[src/design/bsfp_pkg.sv]
// Types and constants shared by the frame parser modules.
`default_nettype none

package bsfp_pkg;

  // Result status codes.
  localparam logic [2:0] ST_STORED  = 3'd0;
  localparam logic [2:0] ST_FULL    = 3'd1;
  localparam logic [2:0] ST_EMPTY   = 3'd2;
  localparam logic [2:0] ST_PENDING = 3'd3;
  localparam logic [2:0] ST_FRAME   = 3'd4;

  // Frame layout: 55 AA axis lo hi spare FA.
  localparam logic [7:0] SYNC_FIRST  = 8'h55;
  localparam logic [7:0] SYNC_SECOND = 8'hAA;
  localparam logic [7:0] AXIS_LOW    = 8'h00;
  localparam logic [7:0] AXIS_HIGH   = 8'hFF;
  localparam logic [7:0] SYNC_LAST   = 8'hFA;

  localparam int WIN_LEN = 7;
  // Only the first six bytes are held; the seventh is checked as it arrives.
  localparam int WIN_HELD = WIN_LEN - 1;
  localparam int WIN_FILL_W = 3;
  localparam int WIN_IDX_W = $clog2(WIN_HELD);

  // Queue between the front and the back; the depth must be a power of two.
  localparam int QUEUE_DEPTH = 2;
  localparam int QPTR_W = $clog2(QUEUE_DEPTH);
  localparam int QCNT_W = $clog2(QUEUE_DEPTH + 1);

  // One classified word handed from the front to the back.
  typedef struct packed {
    logic       is_byte;
    logic [2:0] status;
    logic [7:0] data;
  } bsfp_entry_t;

endpackage

`default_nettype wire

[src/design/bsfp_ram.sv]
// Generic single-write, single-read RAM with a registered read port.
`default_nettype none

module bsfp_ram #(
  parameter int WIDTH = 8,
  parameter int DEPTH = 256
) (
  input  wire logic                     clk,
  input  wire logic                     we,
  input  wire logic [$clog2(DEPTH)-1:0] waddr,
  input  wire logic [WIDTH-1:0]         wdata,
  input  wire logic                     re,
  input  wire logic [$clog2(DEPTH)-1:0] raddr,
  output logic      [WIDTH-1:0]         rdata
);

  logic [WIDTH-1:0] mem [DEPTH];

  always_ff @(posedge clk) begin
    if (we) begin
      mem[waddr] <= wdata;
    end
    if (re) begin
      rdata <= mem[raddr];
    end
  end

endmodule

`default_nettype wire

[src/design/bsfp_front.sv]
// Front end: accepts words, keeps the byte FIFO and classifies each word.
`default_nettype none

module bsfp_front #(
  parameter int FIFO_DEPTH = 256
) (
  input  wire logic                  clk,
  input  wire logic                  rst,
  input  wire logic                  item_valid,
  output logic                       item_stall,
  input  wire logic                  mode,
  input  wire logic [7:0]            rx_byte,
  output logic                       q_push,
  output bsfp_pkg::bsfp_entry_t      q_entry,
  input  wire logic                  q_full
);

  import bsfp_pkg::*;

  localparam int PTR_W  = $clog2(FIFO_DEPTH);
  localparam int FILL_W = $clog2(FIFO_DEPTH + 1);

  logic [PTR_W-1:0]  rd_ptr;
  logic [PTR_W-1:0]  wr_ptr;
  logic [FILL_W-1:0] fill;
  logic              s2_valid;
  logic              s2_is_byte;
  logic [2:0]        s2_status;
  logic [7:0]        ram_rdata;

  logic accept;
  logic fifo_full;
  logic fifo_empty;
  logic do_write;
  logic do_read;

  // The RAM read stage holds its word while the queue is full.
  assign item_stall = s2_valid && q_full;
  assign accept     = item_valid && !item_stall;
  assign fifo_full  = (fill == FILL_W'(FIFO_DEPTH));
  assign fifo_empty = (fill == '0);
  assign do_write   = accept && !mode && !fifo_full;
  assign do_read    = accept && mode && !fifo_empty;

  assign q_push          = s2_valid && !q_full;
  assign q_entry.is_byte = s2_is_byte;
  assign q_entry.status  = s2_status;
  assign q_entry.data    = ram_rdata;

  bsfp_ram #(
    .WIDTH (8),
    .DEPTH (FIFO_DEPTH)
  ) u_fifo_ram (
    .clk   (clk),
    .we    (do_write),
    .waddr (wr_ptr),
    .wdata (rx_byte),
    .re    (do_read),
    .raddr (rd_ptr),
    .rdata (ram_rdata)
  );

  always_ff @(posedge clk) begin
    if (rst) begin
      rd_ptr   <= '0;
      wr_ptr   <= '0;
      fill     <= '0;
      s2_valid <= 1'b0;
    end else begin
      if (do_write) begin
        wr_ptr <= (wr_ptr == PTR_W'(FIFO_DEPTH - 1)) ? '0 : wr_ptr + PTR_W'(1);
        fill   <= fill + FILL_W'(1);
      end
      if (do_read) begin
        rd_ptr <= (rd_ptr == PTR_W'(FIFO_DEPTH - 1)) ? '0 : rd_ptr + PTR_W'(1);
        fill   <= fill - FILL_W'(1);
      end
      if (accept) begin
        s2_valid <= 1'b1;
      end else if (q_push) begin
        s2_valid <= 1'b0;
      end
    end
  end

  always_ff @(posedge clk) begin
    if (accept) begin
      s2_is_byte <= do_read;
      if (!mode) begin
        s2_status <= fifo_full ? ST_FULL : ST_STORED;
      end else begin
        s2_status <= fifo_empty ? ST_EMPTY : ST_PENDING;
      end
    end
  end

endmodule

`default_nettype wire

[src/design/bsfp_queue.sv]
// Short queue of classified words between the front and the back.
`default_nettype none

module bsfp_queue (
  input  wire logic                  clk,
  input  wire logic                  rst,
  input  wire logic                  push,
  input  wire bsfp_pkg::bsfp_entry_t push_entry,
  output logic                       full,
  output logic                       valid,
  output bsfp_pkg::bsfp_entry_t      head,
  input  wire logic                  pop
);

  import bsfp_pkg::*;

  bsfp_entry_t       entries [QUEUE_DEPTH];
  logic [QPTR_W-1:0] wr_ptr;
  logic [QPTR_W-1:0] rd_ptr;
  logic [QCNT_W-1:0] count;

  assign full  = (count == QCNT_W'(QUEUE_DEPTH));
  assign valid = (count != '0);
  assign head  = entries[rd_ptr];

  always_ff @(posedge clk) begin
    if (rst) begin
      wr_ptr <= '0;
      rd_ptr <= '0;
      count  <= '0;
    end else begin
      if (push) begin
        wr_ptr <= wr_ptr + QPTR_W'(1);
      end
      if (pop) begin
        rd_ptr <= rd_ptr + QPTR_W'(1);
      end
      if (push && !pop) begin
        count <= count + QCNT_W'(1);
      end else if (pop && !push) begin
        count <= count - QCNT_W'(1);
      end
    end
  end

  always_ff @(posedge clk) begin
    if (push) begin
      entries[wr_ptr] <= push_entry;
    end
  end

endmodule

`default_nettype wire

[src/design/bsfp_back.sv]
// Back end: runs the frame window on popped bytes and registers each result.
`default_nettype none

module bsfp_back (
  input  wire logic                  clk,
  input  wire logic                  rst,
  input  wire logic                  q_valid,
  input  wire bsfp_pkg::bsfp_entry_t q_head,
  output logic                       q_pop,
  output logic                       result_valid,
  input  wire logic                  result_stall,
  output logic [2:0]                 status,
  output logic [7:0]                 axis_code,
  output logic [7:0]                 low_byte,
  output logic [7:0]                 high_byte,
  output logic [7:0]                 spare_byte
);

  import bsfp_pkg::*;

  logic [7:0]            win      [WIN_HELD];
  logic [7:0]            win_next [WIN_HELD];
  logic [WIN_FILL_W-1:0] fill;
  logic [WIN_FILL_W-1:0] fill_next;
  logic [2:0]            status_next;
  logic [7:0]            axis_next;
  logic [7:0]            low_next;
  logic [7:0]            high_next;
  logic [7:0]            spare_next;
  logic                  frame_match;

  // The output register frees up when its word is taken.
  assign q_pop = q_valid && (!result_valid || !result_stall);

  assign frame_match = (win[0] == SYNC_FIRST) && (win[1] == SYNC_SECOND) &&
                       ((win[2] == AXIS_LOW) || (win[2] == AXIS_HIGH)) &&
                       (q_head.data == SYNC_LAST);

  always_comb begin
    win_next    = win;
    fill_next   = fill;
    status_next = q_head.status;
    axis_next   = '0;
    low_next    = '0;
    high_next   = '0;
    spare_next  = '0;
    if (q_head.is_byte) begin
      status_next = ST_PENDING;
      if (fill == WIN_FILL_W'(WIN_HELD)) begin
        if (frame_match) begin
          status_next = ST_FRAME;
          axis_next   = win[2];
          low_next    = win[3];
          high_next   = win[4];
          spare_next  = win[5];
          fill_next   = '0;
        end else begin
          // No frame: drop the oldest byte and keep six.
          for (int i = 0; i < WIN_HELD - 1; i++) begin
            win_next[i] = win[i + 1];
          end
          win_next[WIN_HELD - 1] = q_head.data;
        end
      end else begin
        win_next[fill[WIN_IDX_W-1:0]] = q_head.data;
        fill_next = fill + WIN_FILL_W'(1);
      end
    end
  end

  always_ff @(posedge clk) begin
    if (rst) begin
      fill         <= '0;
      result_valid <= 1'b0;
    end else begin
      if (q_pop) begin
        fill         <= fill_next;
        result_valid <= 1'b1;
      end else if (!result_stall) begin
        result_valid <= 1'b0;
      end
    end
  end

  always_ff @(posedge clk) begin
    if (q_pop) begin
      win        <= win_next;
      status     <= status_next;
      axis_code  <= axis_next;
      low_byte   <= low_next;
      high_byte  <= high_next;
      spare_byte <= spare_next;
    end
  end

endmodule

`default_nettype wire

[src/design/buffered_sliding_frame_parser_core.sv]
// A word accepted passes the front register, a queue slot and the output register
// on its way to the outputs, and waits there while the output stalls.
// Throughput: one word per cycle, push or poll; the FIFO RAM has separate write and
// read ports and every stage advances each cycle while the output is taken.
// Reset (rst, synchronous, active high) empties the FIFO, the queue and the
// window at once; no clearing pass is needed and words are taken right after.
`default_nettype none

module buffered_sliding_frame_parser_core #(
  parameter int FIFO_DEPTH = 256
) (
  input  wire logic       clk,
  input  wire logic       rst,
  input  wire logic       item_valid,
  output logic            item_stall,
  input  wire logic       mode,
  input  wire logic [7:0] rx_byte,
  output logic            result_valid,
  input  wire logic       result_stall,
  output logic [2:0]      status,
  output logic [7:0]      axis_code,
  output logic [7:0]      low_byte,
  output logic [7:0]      high_byte,
  output logic [7:0]      spare_byte
);

  import bsfp_pkg::*;

  logic        q_push;
  logic        q_full;
  logic        q_valid;
  logic        q_pop;
  bsfp_entry_t q_in;
  bsfp_entry_t q_head;

  bsfp_front #(
    .FIFO_DEPTH (FIFO_DEPTH)
  ) u_front (
    .clk        (clk),
    .rst        (rst),
    .item_valid (item_valid),
    .item_stall (item_stall),
    .mode       (mode),
    .rx_byte    (rx_byte),
    .q_push     (q_push),
    .q_entry    (q_in),
    .q_full     (q_full)
  );

  bsfp_queue u_queue (
    .clk        (clk),
    .rst        (rst),
    .push       (q_push),
    .push_entry (q_in),
    .full       (q_full),
    .valid      (q_valid),
    .head       (q_head),
    .pop        (q_pop)
  );

  bsfp_back u_back (
    .clk          (clk),
    .rst          (rst),
    .q_valid      (q_valid),
    .q_head       (q_head),
    .q_pop        (q_pop),
    .result_valid (result_valid),
    .result_stall (result_stall),
    .status       (status),
    .axis_code    (axis_code),
    .low_byte     (low_byte),
    .high_byte    (high_byte),
    .spare_byte   (spare_byte)
  );

endmodule

`default_nettype wire

[config.mk]
export PLATFORM = sky130hd
export DESIGN_NAME = buffered_sliding_frame_parser_core
export DESIGN_NICKNAME = d
export VERILOG_FILES = /design/src/design/bsfp_pkg.sv /design/src/design/bsfp_ram.sv /design/src/design/bsfp_front.sv /design/src/design/bsfp_queue.sv /design/src/design/bsfp_back.sv /design/src/design/buffered_sliding_frame_parser_core.sv
export SDC_FILE = /design/constraint.sdc
export NUM_CORES = 2
export LEC_CHECK = 0
export BUFFER_PORTS_ARGS = -buffer_cell sky130_fd_sc_hd__buf_2
export CAP_MARGIN = 10
export CORE_MARGIN = 2
export CORE_UTILIZATION = 38
export CTS_BUF_LIST = sky130_fd_sc_hd__clkbuf_4 sky130_fd_sc_hd__clkbuf_8 sky130_fd_sc_hd__clkbuf_16
export CTS_CLUSTER_SIZE = 28
export DETAILED_ROUTE_END_ITERATION = 6
export PLACE_DENSITY = 0.61
export SLEW_MARGIN = 5
export SYNTH_ARGS = -nofsm -noshare
export SYNTH_HDL_FRONTEND = slang
export SYNTH_SLANG_ARGS = --single-unit
[constraint.sdc]
create_clock -name clk -period 3.4 [get_ports clk]
set_input_delay 0.34 -clock clk [delete_from_list [all_inputs] [get_ports clk]]
set_output_delay 0.34 -clock clk [all_outputs]
set_load 0.1 [all_outputs]
==> results.yml <==
drt:
  routed_via_density: 5.61
  ant_nets: 0
  drtPass1Iterations: 5
  finalWirelength_mm: 231
  drt_iter0_drc: 5561
  drc_errors: 0
  vias: 45200
  wl_per_cell_um: 28.7
global_route:
  use_met1_pct: 27.7
  grt_pass1_wl_mm: 331
  grt.overflow.total: 0
  grt_util_met3_pct: 3.50
  busiest_layer: "met2"
  grt_max_degree: 105
  grt_pass1_vias: 45100
  antenna_found_initial: 3
  grt_util_met2_pct: 31.6
  track_usage_pct: 19.9
critical_path:
  reg2reg_depth: 11
  worstPathMaxFanout: 18
  r2r_end: "u_front.u_fifo_ram.rdata[7]"
  worstPathArrival_ns: 3.97
  r2r_slack_ns: 0.07
  cp-end-kind: "flip-flop"
  crit_path_frequent_cell: "buf_4"
  crit_chain: "buf_12, buf_4, mux4_2, mux4_2, o21ai_0, buf_4, o21ai_0, buf_4, o32ai_2, buf_4, mux2i_1"
  cp.required_ns: 4.04
  cp_slowest_cell: "mux4_2"
  cp_slowest_stage_delay_ns: 0.54
  crit_type: "flip-flop to flip-flop"
  rr_startpoint: "u_front.rd_ptr[1]"
  worst_setup_path_start_kind: "flip-flop"
yosys:
  ys_warn_count: 0
  synth_compound_area_share_pct: 3.26
  synthCells: 4265
  netlist.area_leader.share_pct: 75.4
  ys_seq_elements: 2199
  ys_types: 78
  synthSimpleGateAreaFrac_pct: 3.49
  synthMuxAreaShare_pct: 15.0
  synth-seq-area-share_pct: 76.2
  syn_avg_cell_area_um2: 20.2
  synth_fa_ha_area_share_pct: 0.212
  syn_nets: 4292
  synth_edf_count: 2164
  synth_top_family_by_area: "multiplexers"
  yosys.area_share.xor_xnor_pct: 0.193
  synth-main-ff-cell: "edfxtp_1"
  synth_top_area_cell: "edfxtp_1"
  syn_area_um2: 86100
  synthArstFlopShare_pct: 0
  synthTopCellsByArea: "edfxtp_1 (75%), mux4_2 (13%), mux2i_1 (2.0%), nor2_1 (1.6%), dfxtp_1 (0.81%)"
sta:
  period_share_pct: 98.1
  skew_ns: 0.0583
  tns_ns: 0
  fmax_mhz: 300
  whs_ns: 0.0426
  fin_crit_ns: 3.33
  setup_violations: 0
  drv_slew: 0
  slew_headroom_pct: 17.7
  tightest_slew_ns: 1.23
  final-hold-violation-count: 0
placement:
  io_buffers: 49
  post-place-cells: 7635
  placed_cell_area_um2: 94000
  gp_congestion: 0.879
  hpwl_mm: 148
worst_hold_path:
  min-delay-start: "rx_byte[6]"
  holdPathStages: 1
  whs_endpoint: "u_front.u_fifo_ram.mem[134][6]"
  hp-class: "primary input to flip-flop"
floorplanning:
  row_count: 174
  die_area_um2: 231000
  die_w_um: 480
  core_um2: 225000
  start_util_pct: 38.3
  io-pin-count: 50
  die_h_um: 480
finish:
  finalNonFillerCells: 8046
  syn_to_final_growth_pct: 17.9
  drive_above_1_share_pct: 30.8
  fin_area_um2: 102000
  nets: 4894
  antennaDiodeCount: 0
pwr:
  ir_drop_mv: 0.507
  swShare_pct: 24.6
  power_density_nw_per_um2: 623
  leakage_nw: 32.1
  comb_power_share_pct: 13.3
  p_int_mw: 47.6
  p_seq_share_pct: 48.1
  p_sw_mw: 15.6
  clkPwrFrac_pct: 38.7
clock_network:
  path_clk_slew_ns: 0.06
  cts_root_buf: "clkbuf_16"
  ctsLongestPathBuffers: 3
  worstSkewPairLatency_ns: 0.89
  cts_made_buffers: 216
  cts.sink_count: 2199
  htreeDepth: 4
  cts_tree: "built"
outcome:
  status: "finished, final reports clean"
run:
  drv_cap: 0
==> logic make-up after synthesis <==
kind of cell               count (synthesis)
muxes                                    684
DFF                                     2199
and+or+nand+nor                          674
AOI/OAI and AO/OA                        407
adders and majority gates                 14
xor gates and xnor gates                  19
buffers and inverters                    268
==> worst max path at each step <==
stage	startpoint	endpoint	slack, ns
finish	u_front.rd_ptr[1]	u_front.u_fifo_ram.rdata[7]	0.07
global route	u_front.fill[0]	u_front.fill[8]	-0.01
detailed placement	u_front.rd_ptr[0]	u_front.u_fifo_ram.rdata[7]	-0.21
global placement	u_front.rd_ptr[0]	u_front.u_fifo_ram.rdata[7]	-0.21
floorplan	u_queue.count[0]	u_front.fill[8]	0.05
CTS	u_front.fill[0]	u_front.fill[8]	0.04
==> repair_timing <==
item	4_1_cts	5_1_grt
endpoints found under the hold margin	10	0
pin swaps	0	0
buffers inserted	2	0
gates resized for setup	1	11
hold buffers	4	0
endpoints found under the setup margin	7	4
==> power groups by stage <==
stage | Combinational [mW] | Clock [mW] | Sequential, mW
2_1_floorplan | 4.63 | 0 | 32.1
3_3_place_gp | 8.31 | 0 | 31.0
3_5_place_dp | 8.37 | 0 | 31.0
4_1_cts | 8.44 | 24.8 | 30.4
5_1_grt | 8.87 | 25.8 | 30.4
6_report | 8.38 | 24.4 | 30.4
==> state kept, by name, indices dropped and copies added (netlist names), 3 cells and up, named ones only <==
signal	flops
u_front.wr_ptr	8
u_queue.entries	22
u_front.u_fifo_ram.rdata	8
u_back.status	3
u_front.u_fifo_ram.mem	2048
u_front.rd_ptr	8
u_front.fill	9
u_back.fill	3
u_back.high_byte	8
u_back.low_byte	8
u_back.win	48
u_back.spare_byte	8
u_back.axis_code	8
==> cells in the final DEF (no fill, tap or decap), types with 12 or more instances in the layout <==
| cell | n |
|---|---|
| clkbuf_8 | 12 |
| nand3_2 | 16 |
| a22o_1 | 14 |
| dfxtp_1 | 28 |
| buf_4 | 529 |
| mux2i_1 | 169 |
| mux2_2 | 36 |
| o22ai_1 | 28 |
| clkinv_1 | 43 |
| buf_12 | 55 |
| edfxtp_1 | 2164 |
| clkinv_2 | 41 |
| nand2b_1 | 12 |
| nor3_1 | 17 |
| clkbuf_16 | 217 |
| nand3_1 | 21 |
| nand2_1 | 120 |
| clkbuf_4 | 48 |
| mux4_2 | 479 |
| nand4_1 | 13 |
| buf_2 | 41 |
| o221ai_1 | 16 |
| a221oi_1 | 40 |
| nor2b_1 | 24 |
| nor2_1 | 362 |
| a21oi_1 | 86 |
| and2_1 | 39 |
| bufinv_16 | 24 |
| a22oi_1 | 63 |
| ha_1 | 13 |
| o21ai_0 | 59 |
==> per-layer routing <==
metal | up-vias | share of wire [%]
met3 | 393 | 8.0
met2 | 2121 | 48
li1 | 18800 | -
met4 | 0 | 3.4
met1 | 23900 | 41
met5 | - | 0
==> worst max-delay path: cells and delay by family (launching register included) <==
kind | cells | cell delay [ns]
DFF | 1 | 0.44
buffers and inverters | 5 | 1.03
AOI/OAI and AO/OA | 3 | 0.60
muxes | 3 | 0.99
==> cell usage after synthesis, drive strengths merged, types with 27 or more instances <==
| master | count |
|---|---|
| a21oi | 87 |
| nand3 | 37 |
| nor2 | 364 |
| edfxtp | 2164 |
| o22ai | 28 |
| mux4 | 479 |
| a221oi | 40 |
| clkbuf | 123 |
| mux2i | 169 |
| dfxtp | 35 |
| buf | 132 |
| mux2 | 36 |
| o21ai | 62 |
| a22oi | 63 |
| and2 | 40 |
| nand2 | 120 |
| nor2b | 27 |
==> layout make-up <==
cell class / count / area (um2)
Timing Repair Buffer: 639 / 5480
Clock buffer: 269 / 5850
Fill cell: 18900 / 124000
Sequential cell: 2199 / 65700
Inverter: 13 / 55.1
Clock inverter: 136 / 1490
Tap cell: 2992 / 3740
Multi-Input combinational cell: 1798 / 19200
==> metrics by stage <==
stage          utilization, %  total power, mW  setup WS, ns
2_1_floorplan               -             36.7        0.0515
3_3_place_gp             41.8             39.3        -0.212
3_5_place_dp             41.8             39.3        -0.212
4_1_cts                  45.1             63.6        0.0445
5_1_grt                  45.1             65.1       -0.0113
6_report                 45.1             63.2        0.0660
(Power assumes the default switching activity.)
